**config.mk**
```make
export PLATFORM = sky130hd
export DESIGN_NAME = mhp_ctrl
export DESIGN_NICKNAME = d
export VERILOG_FILES = /design/src/multichannel_histogram_peak_unit_defines.svh /design/src/mhp_pkg.sv /design/src/mhp_ctrl.sv
export SDC_FILE = /design/constraint.sdc
export NUM_CORES = 1
export LEC_CHECK = 0
export BUFFER_PORTS_ARGS = -buffer_cell sky130_fd_sc_hd__buf_2
export CORE_AREA = 5 5 42 44
export CTS_CLUSTER_DIAMETER = 50
export CTS_CLUSTER_SIZE = 30
export DETAILED_ROUTE_END_ITERATION = 12
export DIE_AREA = 0 0 47 49
export SLEW_MARGIN = 20
export SYNTH_ARGS = -nofsm -noshare
export SYNTH_HDL_FRONTEND = slang
export SYNTH_SLANG_ARGS = --single-unit
```
**constraint.sdc**
```tcl
create_clock -name clock -period 1.1 [get_ports clock]
set_input_delay 0.055 -clock clock [delete_from_list [all_inputs] [get_ports clock]]
set_output_delay 0.055 -clock clock [all_outputs]
set_load 0.01 [all_outputs]
```
**src/multichannel_histogram_peak_unit_defines.svh**
```systemverilog
// ----------------------------------------------------------------------------
// Histogram peak unit assertion macros
// Shared concurrent assertion helpers, clocked on clock, idle in reset.
// ----------------------------------------------------------------------------
`ifndef MULTICHANNEL_HISTOGRAM_PEAK_UNIT_DEFINES_SVH
`define MULTICHANNEL_HISTOGRAM_PEAK_UNIT_DEFINES_SVH

// same-cycle implication
`define MHP_ASSERT_NOW(label, ante, cons, msg) \
   label: assert property (@(posedge clock) disable iff (reset) (ante) |-> (cons)) \
      else $error(msg);

// next-cycle implication
`define MHP_ASSERT_NEXT(label, ante, cons, msg) \
   label: assert property (@(posedge clock) disable iff (reset) (ante) |=> (cons)) \
      else $error(msg);

`endif

```
**src/mhp_pkg.sv**
```systemverilog
// ----------------------------------------------------------------------------
// Histogram peak unit package
// Sizes, operation codes, controller/datapath structs and counter helpers.
// ----------------------------------------------------------------------------
`default_nettype none

package mhp_pkg;

   // spectrum geometry
   localparam int CHANNELS    = 8;
   localparam int BINS        = 1024;
   localparam int COUNT_WIDTH = 32;

   // fixed beat field widths
   localparam int OP_FIELD_W   = 2;
   localparam int CHAN_FIELD_W = 4;
   localparam int BIN_FIELD_W  = 10;
   localparam int POS_FIELD_W  = 10;
   localparam int OUT_W        = 32;

   // derived sizes
   localparam int CH_W       = (CHANNELS > 1) ? $clog2(CHANNELS) : 1;
   localparam int BIN_W      = $clog2(BINS);
   localparam int CMEM_DEPTH = CHANNELS * BINS;
   localparam int CADDR_W    = $clog2(CMEM_DEPTH);

   typedef logic [COUNT_WIDTH-1:0] count_type;

   typedef enum logic [OP_FIELD_W-1:0] {
      OP_COUNT = 2'd0,
      OP_READ  = 2'd1,
      OP_CLEAR = 2'd2,
      OP_RSVD  = 2'd3
   } op_type;

   // controller to datapath commands
   typedef struct packed {
      logic load;      // latch beat, issue memory reads
      logic commit;    // write back, update peaks, load result
      logic clr_init;  // zero peaks and total, restart sweep
      logic clr_step;  // zero one channel entry, and the sum entry while in range
      logic zero_out;  // load an all-zero result
   } cmd_type;

   // datapath to controller status
   typedef struct packed {
      logic slot_free; // result register can take a new beat
      logic clr_last;  // sweep is at its final entry
   } sts_type;

   // saturating increment of a bin counter
   function automatic count_type sat_inc(input count_type v);
      count_type r;
      r = (v == '1) ? v : v + count_type'(1);
      return r;
   endfunction

   // report a counter on a 32-bit field, saturating wider counts
   function automatic logic [OUT_W-1:0] clamp_out(input count_type v);
      logic [OUT_W-1:0] r;
      if ((COUNT_WIDTH > OUT_W) && (v > count_type'({OUT_W{1'b1}}))) begin
         r = '1;
      end else begin
         r = OUT_W'(v);
      end
      return r;
   endfunction

endpackage

`default_nettype wire

```
**src/mhp_ctrl.sv**
```systemverilog
// ----------------------------------------------------------------------------
// Histogram peak unit controller
// Sequences accept, execute, memory clear sweep and clear reply.
// ----------------------------------------------------------------------------
`default_nettype none

module mhp_ctrl (
   input  wire logic                           clock,
   input  wire logic                           reset,
   input  wire logic                           req_valid,
   input  wire logic [mhp_pkg::OP_FIELD_W-1:0] req_operation,
   output logic                                req_ready,
   input  wire mhp_pkg::sts_type               sts,
   output mhp_pkg::cmd_type                    cmd
);
   import mhp_pkg::*;

   typedef enum logic [1:0] {
      ST_CLEAR,
      ST_IDLE,
      ST_EXEC,
      ST_REPLY
   } state_type;

   state_type state_ff, state_in;
   logic      reply_ff, reply_in;

   // state and pending clear reply
   always_ff @(posedge clock) begin
      if (reset) begin
         state_ff <= ST_CLEAR;
         reply_ff <= 1'b0;
      end else begin
         state_ff <= state_in;
         reply_ff <= reply_in;
      end
   end

   // next state and commands
   always_comb begin
      state_in  = state_ff;
      reply_in  = reply_ff;
      req_ready = 1'b0;
      cmd       = '0;
      unique case (state_ff)
         ST_IDLE: begin
            req_ready = 1'b1;
            if (req_valid) begin
               if (op_type'(req_operation) == OP_CLEAR) begin
                  cmd.clr_init = 1'b1;
                  reply_in     = 1'b1;
                  state_in     = ST_CLEAR;
               end else begin
                  cmd.load = 1'b1;
                  state_in = ST_EXEC;
               end
            end
         end
         ST_EXEC: begin
            if (sts.slot_free) begin
               cmd.commit = 1'b1;
               state_in   = ST_IDLE;
            end
         end
         ST_CLEAR: begin
            cmd.clr_step = 1'b1;
            if (sts.clr_last) begin
               state_in = reply_ff ? ST_REPLY : ST_IDLE;
            end
         end
         ST_REPLY: begin
            if (sts.slot_free) begin
               cmd.zero_out = 1'b1;
               reply_in     = 1'b0;
               state_in     = ST_IDLE;
            end
         end
         default: begin
            state_in = ST_CLEAR;
         end
      endcase
   end

endmodule

`default_nettype wire

```
==> flow_summary.ini <==
[clock_network]
cts_max_level = 1
clockBufferDepth = 2
cts_buffers = 3
path_clk_slew_ns = 0.04
worstSkewPairLatency_ns = 0.24
cts_tree = built
holdBufCountCts = 0
cts.sinks = 3
cts-root-buf = clkbuf_4

[timing]
finalCritPeriodShare = 1.047
finalHoldViolCount = 0
fin_crit_ns = 1.151
setup_viol = 4
final_max_slew_viol_count = 0
max_freq_mhz = 868.7
holdWs_ns = 0.01579
rsz0062_at_grt = true
max_slew.worst_pin.slew_ns = 0.2950
worst_clock_skew_ns = 0.007111
timing.slew.headroom = 0.8029
setup_tns_ns = -0.1239
setup_ws_ns = -0.05119

[floorplanning]
die_height_microns = 49
core_area_sq_um = 1401
rows = 14
ios = 13
initial_core_util = 0.1437
die_w_microns = 47
die-area_sq_um = 2303

[placed_design]
dpl_cell_area_sq_um = 285.3
io_buffers = 12
place_ws_ns = 0.02895
dp_hpwl_microns = 443.4
place_congestion = 0.8226

[routing]
wl_microns = 707
drc = 0
ant_nets = 0
dr.first_iter.drc_count = 4
vias_per_cell = 4.355
vias = 270
drt-wirelength-per-cell_microns = 11.40
drt-pass1-iter-count = 4

[yosys]
yosys_warnings = 0
synth_seq_cells = 3
syn_nets = 32
avgSynthCellArea_sq_um = 8.058
ys_top_cells_by_area = dfxtp_1 (30%), nor2b_1 (9.3%), a211oi_2 (6.2%), buf_6 (5.6%), nor2_1 (5.6%)
mappedNetlistArea_sq_um = 201.4
synth.distinct_cells = 19
synth-seq-area-share = 0.2981
synth_top_cell_by_area = dfxtp_1
yosysTopAreaCellShare = 0.2981
synthCells = 25

[global_route]
grt_max_degree = 8
antenna_found_initial = 0
grt-ovfl-total = 0
grt_pass1_vias = 269
grt_use_total = 0.06821
grt_pass1_wl_microns = 1069

[final_layout]
seq_area_sq_um = 67.56
multi_input_area_sq_um = 133.9
fillerInstances = 173
syn_to_final_growth_pct = 80.12
fin_area_sq_um = 362.8
insertedDiodeCount = 0
drive_above_1_share = 0.6304
finish.utilization = 0.2589
nets = 54

[job]
max_cap_violations = 0

[pwr]
max-vdd-ir-drop_mv = 0.3814
power_density_nw_per_um2 = 1244
p_leak_nw = 0.1835

[run_status]
status = finished, violations left
violations = setup timing

[worst_setup_path]
start_kind = register
endpoint_kind = primary output
critPathMaxFanout = 3
critPathKind = reg -> out
required_ns = 1.04
worstPathArrival_ns = 1.10

[hold_path]
hold_class = in -> reg
-- critical path, stage by stage (launching register included) --
cell and delay [ns]:
dfxtp_4 0.33, and3b_2 0.25, nor2b_1 0.13, buf_2 0.14
-- routing by layer --
layer	up-vias	share of wire	wire, microns	track usage
met5	-	0	0	0
met4	0	0.062	44	0.09217
met3	7	0.085	60	0.01845
met2	20	0.52	365	0.09276
met1	117	0.34	237	0.06783
li1	126	-	-	-
-- per-stage QoR --
step	total power, mW	cells
global route	0.4816	62
finish	0.4514	62
detailed placement	0.2241	54
floorplan	0.1890	25
CTS	0.4444	62
global placement	0.2230	54
-- final timing paths --
| check | start | to | slack [ns] | depth (start not counted) |
|---|---|---|---|---|
| worst min-delay path | reset | state_ff[1] | 0.02 | 2 |
| worst max-delay path | state_ff[1] | cmd[4] | -0.05 | 3 |
| worst max register to register | state_ff[1] | state_ff[0] | 0.01 | 4 |
| worst min register to register | reply_ff | reply_ff | 0.59 | 2 |
-- placed cells by master (no fill, tap or decap) --
cell type,instances
a211o_1,1
a211oi_1,1
a211oi_2,1
a21oi_2,1
a22oi_1,1
and2_4,1
and2b_1,1
and3b_2,1
buf_2,11
buf_4,6
buf_6,1
clkbuf_1,1
clkbuf_4,3
dfxtp_1,1
dfxtp_4,2
inv_1,1
nand2_1,1
nand2b_1,1
nand3_1,1
nor2_1,3
nor2_2,1
nor2b_1,3
nor3_1,1
or2_2,1
-- final cells by class --
class                   count  share of cell area
flip-flops and latches      3              0.1862
well taps                  16             0.05517
repair buffers             18              0.3069
inverters                   1             0.01034
multi-input cells          20              0.3690
clock buffers               4             0.07241
-- synth_stat cells (all sizes together) --
cell,n
dfxtp,3
or2,1
a22oi,1
a211oi,2
and3b,1
nand3,1
nor2b,3
and2b,1
a211o,1
nor3,1
nand2,1
nand2b,1
nor2,4
inv,1
buf,1
and2,1
a21oi,1
-- sequential cells by signal, summed over array words and instances (netlist names) --
register	cells
reply_ff	1
state_ff	2
-- where the power goes --
part           internal (mW)  switching [mW]  total [mW]
clock network          0.136          0.0648       0.201
registers              0.117         0.00683       0.124
logic                 0.0694          0.0569       0.126
total                  0.323           0.129       0.451
-- timing repair --
item                                   4_1_cts  5_1_grt
pin swaps                                    1        1
setup endpoints to repair                    4        7
buffers inserted                             4        0
gates resized for setup                      5        3
cloned                                       0        0
endpoints found under the hold margin        0        0
-- kinds of logic (layout without fill, tap and decap cells) --
family | after synthesis | after routing | synth area share
flip-flops | 3 | 3 | 0.2981
AND/OR/NAND/NOR | 15 | 15 | 0.4224
AO/OA/AOI/OAI | 5 | 5 | 0.2050
buffers and inverters | 2 | 23 | 0.07451
Note: power is estimated with default switching activity, not from simulation.
